==> src/rtl/phcal_pkg.sv <==
// ----------------------------------------------------------------------------
// phcal_pkg
// Types and constants shared by the pH probe conversion core and its divider.
// ----------------------------------------------------------------------------
package phcal_pkg;

  // Shared divider geometry: the dividend covers 2*|probe|*100000 + |slope|.
  localparam int DIVD_W = 30;
  localparam int DVS_W  = 17;

  // Input item kinds carried on tuser.
  localparam logic [2:0] ACT_MEASURE  = 3'd0;
  localparam logic [2:0] ACT_ARM_LOW  = 3'd1;
  localparam logic [2:0] ACT_ARM_MID  = 3'd2;
  localparam logic [2:0] ACT_ARM_HIGH = 3'd3;
  localparam logic [2:0] ACT_LOAD     = 3'd4;

  // Armed capture codes.
  localparam logic [1:0] ARM_NONE = 2'd0;
  localparam logic [1:0] ARM_LOW  = 2'd1;
  localparam logic [1:0] ARM_MID  = 2'd2;
  localparam logic [1:0] ARM_HIGH = 2'd3;

  // Configuration register indexes.
  localparam logic CFG_IDEAL_SLOPE = 1'b0;
  localparam logic CFG_SWITCH_DROP = 1'b1;

  // Arithmetic constants.
  localparam logic [16:0] K_ADC        = 17'd600;
  localparam logic [16:0] K_SLOPE      = 17'd10000;
  localparam logic [16:0] K_TEMP       = 17'd1985;
  localparam logic [16:0] K_PH         = 17'd100000;
  localparam logic [16:0] DEN_ACID     = 17'd285;
  localparam logic [16:0] DEN_ALK      = 17'd232;
  localparam logic [16:0] DEN_TEMP     = 17'd10000;
  localparam logic signed [15:0] TEMP_REF   = 16'sd2500;
  localparam logic signed [13:0] ACID_LIMIT = -14'sd25;
  localparam logic signed [15:0] PH_NEUTRAL = 16'sd7000;
  localparam logic [12:0] IDEAL_SLOPE_RST = 13'd5918;

  typedef enum logic [2:0] {
    ST_IDLE,
    ST_MUL,
    ST_DIV,
    ST_POST,
    ST_DONE
  } state_e;

  typedef enum logic [1:0] {
    OP_ADC,
    OP_BASE,
    OP_TEMP,
    OP_PH
  } op_e;

  typedef struct packed {
    logic               start;
    logic [DIVD_W-1:0]  dividend;
    logic [DVS_W-1:0]   divisor;
  } div_req_t;

  typedef struct packed {
    logic               done;
    logic [DIVD_W-1:0]  quotient;
  } div_rsp_t;

endpackage

==> src/rtl/phcal_div.sv <==
// ----------------------------------------------------------------------------
// phcal_div
// Restoring unsigned divider, one quotient bit per cycle, shared by all steps.
// ----------------------------------------------------------------------------
module phcal_div
  import phcal_pkg::*;
(
  input  logic     clk_i,
  input  logic     rst_ni,
  input  div_req_t req_i,
  output div_rsp_t rsp_o
);

  localparam int CNT_W = $clog2(DIVD_W + 1);

  logic [DIVD_W-1:0] dvd_q, dvd_d;
  logic [DVS_W:0]    rem_q, rem_d;
  logic [DVS_W-1:0]  dvs_q, dvs_d;
  logic [CNT_W-1:0]  cnt_q, cnt_d;
  logic              busy_q, busy_d;
  logic              done_q, done_d;
  logic [DVS_W:0]    rem_sh;
  logic              geq;

  // The partial remainder stays below the divisor, so the shifted value fits.
  assign rem_sh = {rem_q[DVS_W-1:0], dvd_q[DIVD_W-1]};
  assign geq    = rem_sh >= {1'b0, dvs_q};

  always_comb begin
    dvd_d  = dvd_q;
    rem_d  = rem_q;
    dvs_d  = dvs_q;
    cnt_d  = cnt_q;
    busy_d = busy_q;
    done_d = 1'b0;
    if (req_i.start) begin
      dvd_d  = req_i.dividend;
      dvs_d  = req_i.divisor;
      rem_d  = '0;
      cnt_d  = CNT_W'(DIVD_W);
      busy_d = 1'b1;
    end else if (busy_q) begin
      dvd_d = {dvd_q[DIVD_W-2:0], geq};
      rem_d = geq ? rem_sh - {1'b0, dvs_q} : rem_sh;
      cnt_d = cnt_q - 1'b1;
      if (cnt_q == CNT_W'(1)) begin
        busy_d = 1'b0;
        done_d = 1'b1;
      end
    end
  end

  always_ff @(posedge clk_i or negedge rst_ni) begin
    if (!rst_ni) begin
      busy_q <= 1'b0;
      done_q <= 1'b0;
      cnt_q  <= '0;
    end else begin
      busy_q <= busy_d;
      done_q <= done_d;
      cnt_q  <= cnt_d;
    end
  end

  always_ff @(posedge clk_i) begin
    dvd_q <= dvd_d;
    rem_q <= rem_d;
    dvs_q <= dvs_d;
  end

  assign rsp_o.done     = done_q;
  assign rsp_o.quotient = dvd_q;

endmodule

==> src/rtl/ph_probe_convert_calibrate_core.sv <==
// ----------------------------------------------------------------------------
// ph_probe_convert_calibrate_core
// pH probe conversion with two-point electrode calibration.
// ----------------------------------------------------------------------------
//  Channel   Direction  Handshake               Payload
//  s_axis    in         tvalid / tready         tuser: action; tdata: sample fields
//  m_axis    out        tvalid / tready         tdata: pH result fields
//  cfg       in         cfg_we_i (no wait)      cfg_addr_i, cfg_wdata_i
//
//  A measurement runs two to four divisions on the shared restoring divider,
//  each going through operand setup, the quotient bits, hand-off and use; a
//  zero slope skips the pH division and an uncalibrated side skips the slope
//  division. Other actions run no division and go straight to the output.
//  The input is ready only while the sequencer is idle. A finished result
//  waits in the output register; the sequencer stalls there only while a
//  previous result is still not taken. Reset clears the calibration points,
//  the armed capture and sets the registers to their defaults.
// ----------------------------------------------------------------------------
module ph_probe_convert_calibrate_core
  import phcal_pkg::*;
#(
  parameter int ADC_WIDTH = 12
) (
  input  logic        clk_i,
  input  logic        rst_ni,
  // adc_raw[11:0], battery_mv[24:12], temp_centi_c[39:25], load_low_mv[52:40],
  // load_mid_mv[65:53], load_high_mv[78:66], zero fill [79]
  input  logic [79:0] s_axis_tdata,
  // action[2:0]
  input  logic [2:0]  s_axis_tuser,
  input  logic        s_axis_tvalid,
  output logic        s_axis_tready,
  // ph_milli[15:0], probe_mv[28:16], slope_centi[44:29], pending_point[46:45],
  // captured[47], slope_error[48], zero fill [55:49]
  output logic [55:0] m_axis_tdata,
  output logic        m_axis_tvalid,
  input  logic        m_axis_tready,
  input  logic        cfg_we_i,
  input  logic        cfg_addr_i,
  input  logic [12:0] cfg_wdata_i
);

  localparam logic [16:0] FS = 17'((1 << ADC_WIDTH) - 1);

  state_e state_q, state_d;
  op_e    op_q, op_d;

  logic [12:0] ideal_q;
  logic [7:0]  drop_q;

  logic signed [12:0] low_q, low_d, mid_q, mid_d, high_q, high_d;
  logic [1:0]  arm_q, arm_d;

  logic [15:0] raw_q, raw_d;
  logic [12:0] batt_q, batt_d;
  logic signed [14:0] temp_q, temp_d;
  logic        meas_q, meas_d;
  logic        alk_q, alk_d;
  logic        neg_q, neg_d;
  logic signed [12:0] probe_q, probe_d;
  logic signed [19:0] base_q, base_d;
  logic signed [15:0] slope_q, slope_d;
  logic signed [15:0] ph_q, ph_d;
  logic        err_q, err_d;

  logic [55:0] out_q, out_d;
  logic        out_vld_q, out_vld_d;

  div_req_t div_req;
  div_rsp_t div_rsp;

  // Operand selection and the constant multiplier in front of the divider.
  logic signed [16:0] opnd;
  logic [15:0] mag;
  logic [16:0] kmul;
  logic [16:0] den_abs;
  logic        floor_div;
  logic        neg_sel;
  logic [32:0] prod;
  logic signed [13:0] pdiff;
  logic signed [15:0] tdiff;

  // Post-division values.
  logic signed [30:0] sq;
  logic signed [13:0] probe_w;
  logic signed [20:0] slope_sum;
  logic signed [31:0] ph_full;
  logic        s_acc;
  logic        cap;

  assign s_acc = s_axis_tvalid && s_axis_tready;

  always_comb begin
    pdiff = alk_q ? ({mid_q[12], mid_q} - {high_q[12], high_q})
                  : ({low_q[12], low_q} - {mid_q[12], mid_q});
    tdiff = {temp_q[14], temp_q} - TEMP_REF;
    opnd      = '0;
    kmul      = K_ADC;
    den_abs   = FS;
    floor_div = 1'b0;
    neg_sel   = 1'b0;
    case (op_q)
      OP_ADC: begin
        opnd      = {1'b0, raw_q};
        kmul      = K_ADC;
        den_abs   = FS;
        floor_div = 1'b1;
      end
      OP_BASE: begin
        opnd    = {{3{pdiff[13]}}, pdiff};
        kmul    = K_SLOPE;
        den_abs = alk_q ? DEN_ALK : DEN_ACID;
        neg_sel = pdiff[13];
      end
      OP_TEMP: begin
        opnd    = {tdiff[15], tdiff};
        kmul    = K_TEMP;
        den_abs = DEN_TEMP;
        neg_sel = tdiff[15];
      end
      OP_PH: begin
        opnd    = {{4{probe_q[12]}}, probe_q};
        kmul    = K_PH;
        den_abs = slope_q[15] ? 17'(-{slope_q[15], slope_q}) : {1'b0, slope_q};
        neg_sel = probe_q[12] ^ slope_q[15];
      end
      default: begin
        opnd = '0;
      end
    endcase
    mag  = opnd[16] ? 16'(-opnd) : opnd[15:0];
    prod = 33'(mag) * 33'(kmul);
  end

  // Quotient with its sign restored; also the probe voltage after the sample.
  always_comb begin
    sq = neg_q ? -$signed({1'b0, div_rsp.quotient}) : $signed({1'b0, div_rsp.quotient});
    probe_w = $signed({2'b00, div_rsp.quotient[9:0], 2'b00})
            - $signed({2'b00, batt_q[12:1]})
            + $signed({6'b000000, drop_q});
    slope_sum = {base_q[19], base_q} + sq[20:0];
    ph_full   = 32'(PH_NEUTRAL) - {sq[30], sq};
  end

  always_comb begin
    state_d   = state_q;
    op_d      = op_q;
    low_d     = low_q;
    mid_d     = mid_q;
    high_d    = high_q;
    arm_d     = arm_q;
    raw_d     = raw_q;
    batt_d    = batt_q;
    temp_d    = temp_q;
    meas_d    = meas_q;
    alk_d     = alk_q;
    neg_d     = neg_q;
    probe_d   = probe_q;
    base_d    = base_q;
    slope_d   = slope_q;
    ph_d      = ph_q;
    err_d     = err_q;
    out_d     = out_q;
    out_vld_d = out_vld_q && !m_axis_tready;
    cap       = 1'b0;
    div_req.start    = 1'b0;
    div_req.dividend = floor_div ? prod[DIVD_W-1:0]
                                 : {prod[DIVD_W-2:0], 1'b0} + DIVD_W'(den_abs);
    div_req.divisor  = floor_div ? den_abs : {den_abs[DVS_W-2:0], 1'b0};

    case (state_q)
      ST_IDLE: begin
        if (s_acc) begin
          raw_d  = {4'b0000, s_axis_tdata[11:0]} & FS[15:0];
          batt_d = s_axis_tdata[24:12];
          temp_d = s_axis_tdata[39:25];
          meas_d = 1'b0;
          err_d  = 1'b0;
          state_d = ST_DONE;
          case (s_axis_tuser)
            ACT_MEASURE: begin
              meas_d  = 1'b1;
              op_d    = OP_ADC;
              state_d = ST_MUL;
            end
            ACT_ARM_LOW, ACT_ARM_MID, ACT_ARM_HIGH: begin
              arm_d = s_axis_tuser[1:0];
            end
            ACT_LOAD: begin
              low_d  = s_axis_tdata[52:40];
              mid_d  = s_axis_tdata[65:53];
              high_d = s_axis_tdata[78:66];
            end
            default: begin
              arm_d = arm_q;
            end
          endcase
        end
      end
      ST_MUL: begin
        div_req.start = 1'b1;
        neg_d   = neg_sel;
        state_d = ST_DIV;
      end
      ST_DIV: begin
        if (div_rsp.done) begin
          state_d = ST_POST;
        end
      end
      ST_POST: begin
        state_d = ST_MUL;
        case (op_q)
          OP_ADC: begin
            probe_d = probe_w[12:0];
            if (probe_w > ACID_LIMIT && low_q != '0 && mid_q != '0) begin
              alk_d = 1'b0;
              op_d  = OP_BASE;
            end else if (!(probe_w > ACID_LIMIT) && mid_q != '0 && high_q != '0) begin
              alk_d = 1'b1;
              op_d  = OP_BASE;
            end else begin
              base_d = {7'b0000000, ideal_q};
              op_d   = OP_TEMP;
            end
          end
          OP_BASE: begin
            base_d = sq[19:0];
            op_d   = OP_TEMP;
          end
          OP_TEMP: begin
            if (slope_sum > 21'sd32767) begin
              slope_d = 16'sh7fff;
            end else if (slope_sum < -21'sd32768) begin
              slope_d = 16'sh8000;
            end else begin
              slope_d = slope_sum[15:0];
            end
            if (slope_sum == '0) begin
              // A zero slope saturates pH opposite to the sign of the probe voltage.
              err_d   = 1'b1;
              state_d = ST_DONE;
              if (probe_q > 13'sd0) begin
                ph_d = 16'sh8000;
              end else if (probe_q < 13'sd0) begin
                ph_d = 16'sh7fff;
              end else begin
                ph_d = PH_NEUTRAL;
              end
            end else begin
              op_d = OP_PH;
            end
          end
          OP_PH: begin
            if (ph_full > 32'sd32767) begin
              ph_d = 16'sh7fff;
            end else if (ph_full < -32'sd32768) begin
              ph_d = 16'sh8000;
            end else begin
              ph_d = ph_full[15:0];
            end
            state_d = ST_DONE;
          end
          default: begin
            state_d = ST_DONE;
          end
        endcase
      end
      ST_DONE: begin
        if (!out_vld_q || m_axis_tready) begin
          out_vld_d = 1'b1;
          state_d   = ST_IDLE;
          if (meas_q) begin
            // The pH above used the points held before this capture.
            cap = arm_q != ARM_NONE;
            case (arm_q)
              ARM_LOW:  low_d  = probe_q;
              ARM_MID:  mid_d  = probe_q;
              ARM_HIGH: high_d = probe_q;
              default:  low_d  = low_q;
            endcase
            arm_d = ARM_NONE;
            out_d = {7'b0000000, err_q, cap, ARM_NONE, slope_q, probe_q, ph_q};
          end else begin
            out_d = {7'b0000000, 1'b0, 1'b0, arm_q, 16'h0000, 13'h0000, 16'h0000};
          end
        end
      end
      default: begin
        state_d = ST_IDLE;
      end
    endcase
  end

  always_ff @(posedge clk_i or negedge rst_ni) begin
    if (!rst_ni) begin
      state_q   <= ST_IDLE;
      op_q      <= OP_ADC;
      out_vld_q <= 1'b0;
      arm_q     <= ARM_NONE;
      low_q     <= '0;
      mid_q     <= '0;
      high_q    <= '0;
      ideal_q   <= IDEAL_SLOPE_RST;
      drop_q    <= '0;
    end else begin
      state_q   <= state_d;
      op_q      <= op_d;
      out_vld_q <= out_vld_d;
      arm_q     <= arm_d;
      low_q     <= low_d;
      mid_q     <= mid_d;
      high_q    <= high_d;
      if (cfg_we_i) begin
        case (cfg_addr_i)
          CFG_IDEAL_SLOPE: ideal_q <= cfg_wdata_i;
          CFG_SWITCH_DROP: drop_q  <= cfg_wdata_i[7:0];
          default:         drop_q  <= drop_q;
        endcase
      end
    end
  end

  always_ff @(posedge clk_i) begin
    raw_q   <= raw_d;
    batt_q  <= batt_d;
    temp_q  <= temp_d;
    meas_q  <= meas_d;
    alk_q   <= alk_d;
    neg_q   <= neg_d;
    probe_q <= probe_d;
    base_q  <= base_d;
    slope_q <= slope_d;
    ph_q    <= ph_d;
    err_q   <= err_d;
    out_q   <= out_d;
  end

  phcal_div u_div (
    .clk_i  (clk_i),
    .rst_ni (rst_ni),
    .req_i  (div_req),
    .rsp_o  (div_rsp)
  );

  assign s_axis_tready = state_q == ST_IDLE;
  assign m_axis_tvalid = out_vld_q;
  assign m_axis_tdata  = out_q;

endmodule
==> config.mk <==
export PLATFORM = sky130hd
export DESIGN_NAME = ph_probe_convert_calibrate_core
export DESIGN_NICKNAME = d
export VERILOG_FILES = /design/src/rtl/phcal_pkg.sv /design/src/rtl/phcal_div.sv /design/src/rtl/ph_probe_convert_calibrate_core.sv
export SDC_FILE = /design/constraint.sdc
export NUM_CORES = 1
export LEC_CHECK = 0
export CAP_MARGIN = 10
export CORE_MARGIN = 8
export CORE_UTILIZATION = 45
export CTS_CLUSTER_DIAMETER = 60
export DETAILED_ROUTE_END_ITERATION = 10
export DONT_BUFFER_PORTS = 1
export GPL_TIMING_DRIVEN = 1
export PLACE_DENSITY = 0.6
export SLEW_MARGIN = 20
export SYNTH_ARGS = -nofsm -noshare
export SYNTH_HDL_FRONTEND = slang
export SYNTH_SLANG_ARGS = --single-unit
==> constraint.sdc <==
create_clock -name clk_i -period 25.7 [get_ports clk_i]
set_input_delay 1.285 -clock clk_i [delete_from_list [all_inputs] [get_ports clk_i]]
set_output_delay 1.285 -clock clk_i [all_outputs]
set_load 0.01 [all_outputs]
==> results of run 1 <==
[cells in the final DEF (no fill, tap or decap), drive strengths merged, types with 8 or more instances in the layout]
cell type	n
fa	135
and3	23
clkinv	13
mux2i	30
nor4	22
a31oi	28
o21a	41
nor3b	13
dfrtp	67
clkbuf	49
nand2	188
mux2	29
o211ai	24
o21ai	167
a21oi	194
xnor2	111
or4	12
dfxtp	17
dfstp	8
nand4	18
nand2b	43
o31ai	31
or2	19
edfxtp	204
a211oi	41
nor3	63
a21boi	8
or3	24
nor2b	47
o21bai	8
nor2	246
ha	233
conb	21
xor2	74
a21o	26
buf	25
nand3	39
and2	99
inv	320
[per-stage QoR]
step,hold slack [ns],utilization (%),std cells,area (um2),setup slack [ns]
finish,0.4149,49.09,3657,28810,14.06
detailed placement,0.5001,46.57,3579,27330,14.21
global route,0.3822,49.09,3657,28810,13.37
floorplan,0.4623,-,2889,26640,16.34
global placement,0.4907,46.57,3579,27330,14.35
CTS,0.3878,49.02,3653,28770,14.18
[registers in the layout, summed over array words and instances (netlist names), 5 cells and up]
signal and flops:
raw_q 12, low_q 13, drop_q 8, high_q 13
slope_q 16, u_div.cnt_q 5, mid_q 13, u_div.dvd_q 30
batt_q 12, base_q 20, m_axis_tdata 49, ph_q 16
ideal_q 13, probe_q 13, temp_q 15, u_div.dvs_q 17
u_div.rem_q 17
[logic make-up (layout without fill, tap and decap cells)]
logic type / count (synthesis) / count (layout) / synth area share, %
simple gates: 884 / 884 / 16.84
xor+xnor: 185 / 185 / 6.183
fa+ha+maj: 368 / 368 / 21.14
other cells: 2 / 25 / 0.02827
compound gates: 652 / 652 / 15.70
buf+inv: 424 / 415 / 6.306
mux: 59 / 59 / 2.359
flops: 296 / 296 / 31.44
[worst paths after layout]
check	cells after the start	slack, ns	to	start
max	33	14.06	u_div.dvd_q[29]	op_q[1]
min	0	0.41	low_q[10]	rst_ni
max reg2reg	33	14.06	u_div.dvd_q[29]	op_q[1]
min reg2reg	2	0.51	u_div.rem_q[11]	u_div.rem_q[11]
max in group asynchronous	0	25.04	ideal_q[4]	rst_ni
min in group clk_i	2	0.51	u_div.rem_q[11]	u_div.rem_q[11]
[Yosys cell counts (all sizes together) (47+ instances only)]
| master | number | area share (%) |
|---|---|---|
| ha | 233 | 11 |
| and2 | 99 | 2.3 |
| inv | 314 | 4.4 |
| nor2 | 246 | 3.5 |
| nor2b | 47 | 1.1 |
| nand2 | 188 | 2.7 |
| fa | 135 | 10 |
| a21oi | 194 | 3.7 |
| dfrtp | 67 | 6.3 |
| o21ai | 167 | 3.2 |
| nor3 | 63 | 1.2 |
| clkbuf | 79 | 1.1 |
| xor2 | 74 | 2.5 |
| edfxtp | 204 | 23 |
| xnor2 | 111 | 3.7 |
[final cells by class]
class | instances | area (um2)
clock buffers | 49 | 1086
inverters | 316 | 1186
repair buffers | 25 | 187.7
well taps | 773 | 967.2
multi-input cells | 2169 | 16660
fillers | 5448 | 29880
clock inverters | 25 | 356.6
flip-flops and latches | 296 | 8353
diodes | 4 | 10.01
[critical path: cells and delay by family, from the launching register on]
family,cells,cell delay (ns)
flip-flops,1,0.45
AO/OA/AOI/OAI,10,2.75
AND/OR/NAND/NOR,7,2.04
adder cells (fa/ha/maj),8,3.96
XOR/XNOR,2,0.41
buffers and inverters,6,1.74
[metal layers]
metal	share of wire, %	wire length, um
met5	0.018	13
met4	3.4	2483
met3	6.5	4766
met2	47	34580
met1	43	32020
==> summary.md, run 1 <==
| Metric | Value |
|---|---|
| Placed wire-length estimate | 57.91 mm |
| CTS sink cnt | 296 |
| Full die area | between 60,000 and 70,000 um2 |
| Cts bufs inserted | 40 |
| Total grt overflow | 0 |
| Synth warnings | 0 |
| Worst Path Max Fanout | 29 |
| M1 GR Usage | 28.67% |
| Die Ht | 259.0 um |
| Final nets | 3,318 |
| Min Clock Period, post-route | roughly 12 ns |
| Slew Limit Fails | 0 |
| Busiest metal layer after global routing | met2 |
| Post-synth top flop | edfxtp_1 |
| Unrepaired setup endpoints after global routing | false |
| Width of the die | 259.0 um |
| Routed len/inst | about 20 um |
| Via density | 5.708 |
| Max_cap viols | 0 |
| Post-cts resize count | 0 |
| Post-CTS Setup Bufs | 0 |
| Share of cells above drive strength 1 | 6.632% |
| DRC viols | 0 |
| Post-Syn Area | 26,570 um2 |
| Critical Path Max Stage Delay | 0.81 ns |
| Vias | 20,873 |
| Met2 Use GR | 35.54% |
| Grt met3 use | 3.382% |
| Final hold violation count | 0 |
| Post-synthesis cell count | 2,870 |
| Worst skew pair latency | 0.57 ns |
| Core ar. | 58,690 um2 |
| CTS root buf | clkbuf_16 |
| Mean Syn Cell Area | approximately 9.3 um2 |
| Number of DRC markers in iteration 0 | 1,510 |
| Initial antenna violation count | 5 |
| Synth unique cells | 101 |
| Port Buf Inserts | 0 |
| Final setup skew | 0.02193 ns |
| CP Data Required Time | roughly 26 ns |
| Area Growth Syn to Fin | 8.420% |
| Clock transition at path regs | 0.06 ns |
| Slowest CP cell | clkinv_1 |
| Final Cycle Share | a little under half |
| First-pass DRT Iterations | 5 |
| Initial core utilization | 45.27% |
| Worst Setup Start Kind | flip-flop |
| Final setup fails | 0 |
| # H-tree levels | 2 |
| Hold buffers post-CTS | 0 |
| TritonCTS clock tree | yes |
| DRT antenna net count | 0 |
| Largest net degree at the start of global routing | 79 |
| Post-synth EDFFs | 204 |
| Total track usage | around 22% |
| GP Congestion | 0.9205 |
| Max-slew headroom | between 20% and 30% |
| Kind of critical path | reg -> reg |
| CP dominant cell by count | fa_1 |
| Sequential fraction of the synthesis area | 31.44% |
| Status | complete, no violations |
| Worst Tran Pin Value | 1.166 ns |
| Row count | 89 |
| CTS Buffer Depth | 3 |
| Setup TNS | 0 ns |
| CP Capture Type | flip-flop |
| Fmax | about 86 MHz |
| Routed wire length | approximately 74 mm |
| Yosys reg bits | 296 |
| Hold Crit Class | in -> async |
| Ys async rst share | 25.34% |
| I/O pins | 160 |
| Vias in the first global route | around 21,000 |
| CP arrival | approximately 12 ns |
| Global-route wire length before repair | 115.5 mm |
Power of run 1 is not shown: default switching activity piles up to over one toggle a cycle in this logic, so the estimate is an artifact.
==> run 2, diff against run 1 <==
- PLACE_DENSITY: 0.6 -> 0.62
- clock period: 25.7 -> 10.3 ns (I/O delays scaled with it)
==> run 2 against run 1 <==
Effect of this change:
- global-route usage up 0.43 points
- via count rose by 1.0%
- clock-buffer cell count shrank 5
- fmax up 18%
- largest cell class unchanged
==> summary.md, run 2 (same netlist as run 1, synthesis figures left out) <==
| Metric | Value |
|---|---|
| Width of the die | 259.0 um (unchanged) |
| CTS root buf | clkbuf_16 |
| Hold_sp | s_axis_tdata[22] |
| Number of DRC markers in iteration 0 | 1,541 (+2.1%) |
| Initial core utilization | 45.27% (unchanged) |
| Total grt overflow | 0 (unchanged) |
| Fmax | 101.3 MHz (+18%) |
| Min Clock Period, post-route | 9.873 ns (-1.764 ns) |
| CP Capture Type | flip-flop |
| Global-route wire length before repair | 117.3 mm (+1.6%) |
| DRC viols | 0 (unchanged) |
| Vias | 21,091 (+1.0%) |
| CP arrival | 10.17 ns (-1.77 ns) |
| Status | complete, no violations |
| CTS sink cnt | 296 (unchanged) |
| DRT antenna net count | 0 (unchanged) |
| Worst Path Max Fanout | 5 (-83%) |
| First-pass DRT Iterations | 6 (+1) |
| R2R depth | 36 (+9.1%) |
| Kind of critical path | reg -> reg |
| Cts bufs inserted | 37 (-7.5%) |
| TritonCTS clock tree | yes |
| Initial antenna violation count | 9 (+4) |
| Final hold violation count | 0 (unchanged) |
| Full die area | 67,070 um2 (unchanged) |
| Routed len/inst | 20.30 um (+0.51%) |
| Core ar. | 58,690 um2 (unchanged) |
| Die Ht | 259.0 um (unchanged) |
| Worst R2R Setup Slack | 0.43 ns (-13.64 ns) |
| Vias in the first global route | 21,018 (+1.8%) |
| Worst Setup Start Kind | flip-flop |
| Critical Path Max Stage Delay | 0.56 ns (-0.25 ns) |
| Max_cap viols | 0 (unchanged) |
| Final setup fails | 0 (unchanged) |
| Total track usage | 21.98% (+0.43 points) |
| Hold EP | batt_q[10] |
| Area Growth Syn to Fin | 8.835% |
| Routed wire length | 74.69 mm (+1.1%) |
| Largest register FFs | 49 (unchanged) |
| I/O pins | 160 (unchanged) |
| Port Buf Inserts | 0 (unchanged) |
| Final setup skew | 0.01549 ns (-0.006445 ns) |
| CTS Buffer Depth | 3 (unchanged) |
| CP Data Required Time | 10.60 ns (-15.40 ns) |
| Slowest CP cell | fa_1 |
| GP Congestion | 0.9193 (-0.13%) |
| Final nets | 3,342 (+0.72%) |
| Hold Crit Class | in -> reg |
| Via density | 5.733 (+0.44%) |
| Clock transition at path regs | 0.06 ns (about the same) |
| Worst r2r src | mid_q[0] |
| Worst skew pair latency | 0.57 ns (about the same) |
| Commonest non-fill, non-tap cell in the layout | inv_1 |
| Largest net degree at the start of global routing | 76 (-3.8%) |
| Crit Reg-Reg Endpoint | u_div.dvd_q[28] |
| # H-tree levels | 2 (unchanged) |
| Share of cells above drive strength 1 | 8.170% (+1.5 points) |
| Final Cycle Share | 95.86% (+51 points) |
| Row count | 89 (unchanged) |
| Max-slew headroom | 27.61% (+6.1 points) |
| WHS Path Cells | 0 |
| Commonest cells after routing, fill and taps aside | 312 x inv_1, 245 x nor2_1, 230 x ha_1 |
| Placed wire-length estimate | 59.26 mm (+2.3%) |
| Slew Limit Fails | 0 (unchanged) |
| Hold slack | 0.03765 ns (-0.3773 ns) |
| Worst Tran Pin Value | 1.076 ns (-0.09050 ns) |
| CP dominant cell by count | fa_1 |
-- run 2: area by class of cell --
cell class | count | area (um2)
sequential | 296 | 8353
multi-input combinational | 2169 | 16770
fill | 5457 | 29770
timing repair buffer | 52 | 412.9
clock buffer | 44 | 972.2
antenna | 5 | 12.51
inverter | 316 | 1186
clock inverter | 24 | 237.7
tap | 773 | 967.2
-- run 2: layer usage --
| metal | up-vias | routed length [um] | track usage [%] |
|---|---|---|---|
| met5 | - | 34 | 0 |
| met4 | 6 | 2084 | 6.343 |
| met3 | 124 | 4683 | 3.605 |
| met2 | 617 | 35930 | 37.43 |
| met1 | 10341 | 31960 | 28.58 |
| li1 | 10003 | - | - |
-- run 2: what timing repair did --
item,in CTS,in global routing
buffers inserted,0,2
endpoints found under the hold margin,75,0
hold buffers,2,0
setup endpoints to repair,0,14
resized for setup,0,37
-- run 2: critical path, delay by kind of cell, from the launching register on --
family | cells | cell delay (ns)
AOI/OAI and AO/OA | 12 | 2.56
xor gates and xnor gates | 4 | 0.85
adders and majority gates | 9 | 3.97
buffers and inverters | 4 | 0.25
DFF | 1 | 0.43
and+or+nand+nor | 7 | 1.52
-- run 2: worst max path at each step --
stage,from,endpoint,cells after the start
6_report,mid_q[0],u_div.dvd_q[28],36
5_1_grt,mid_q[1],u_div.dvd_q[28],40
4_1_cts,mid_q[1],u_div.dvd_q[29],38
3_5_place_dp,mid_q[1],u_div.dvd_q[29],38
3_3_place_gp,mid_q[1],u_div.dvd_q[29],37
2_1_floorplan,mid_q[1],u_div.dvd_q[29],36
-- run 2: per-stage QoR --
step                cell area (um2)  setup WS [ns]  setup TNS, ns  utilization [%]  instances
CTS                           28740        0.01844              0            48.97       3672
detailed placement            27490        0.07403              0            46.85       3602
global placement              27490         0.2726              0            46.85       3602
floorplan                     26640         0.9402              0                -       2889
finish                        28920         0.4267              0            49.27       3679
global route                  28910       -0.01754       -0.02921            49.27       3677
Power of run 2 is left out for the same reason.
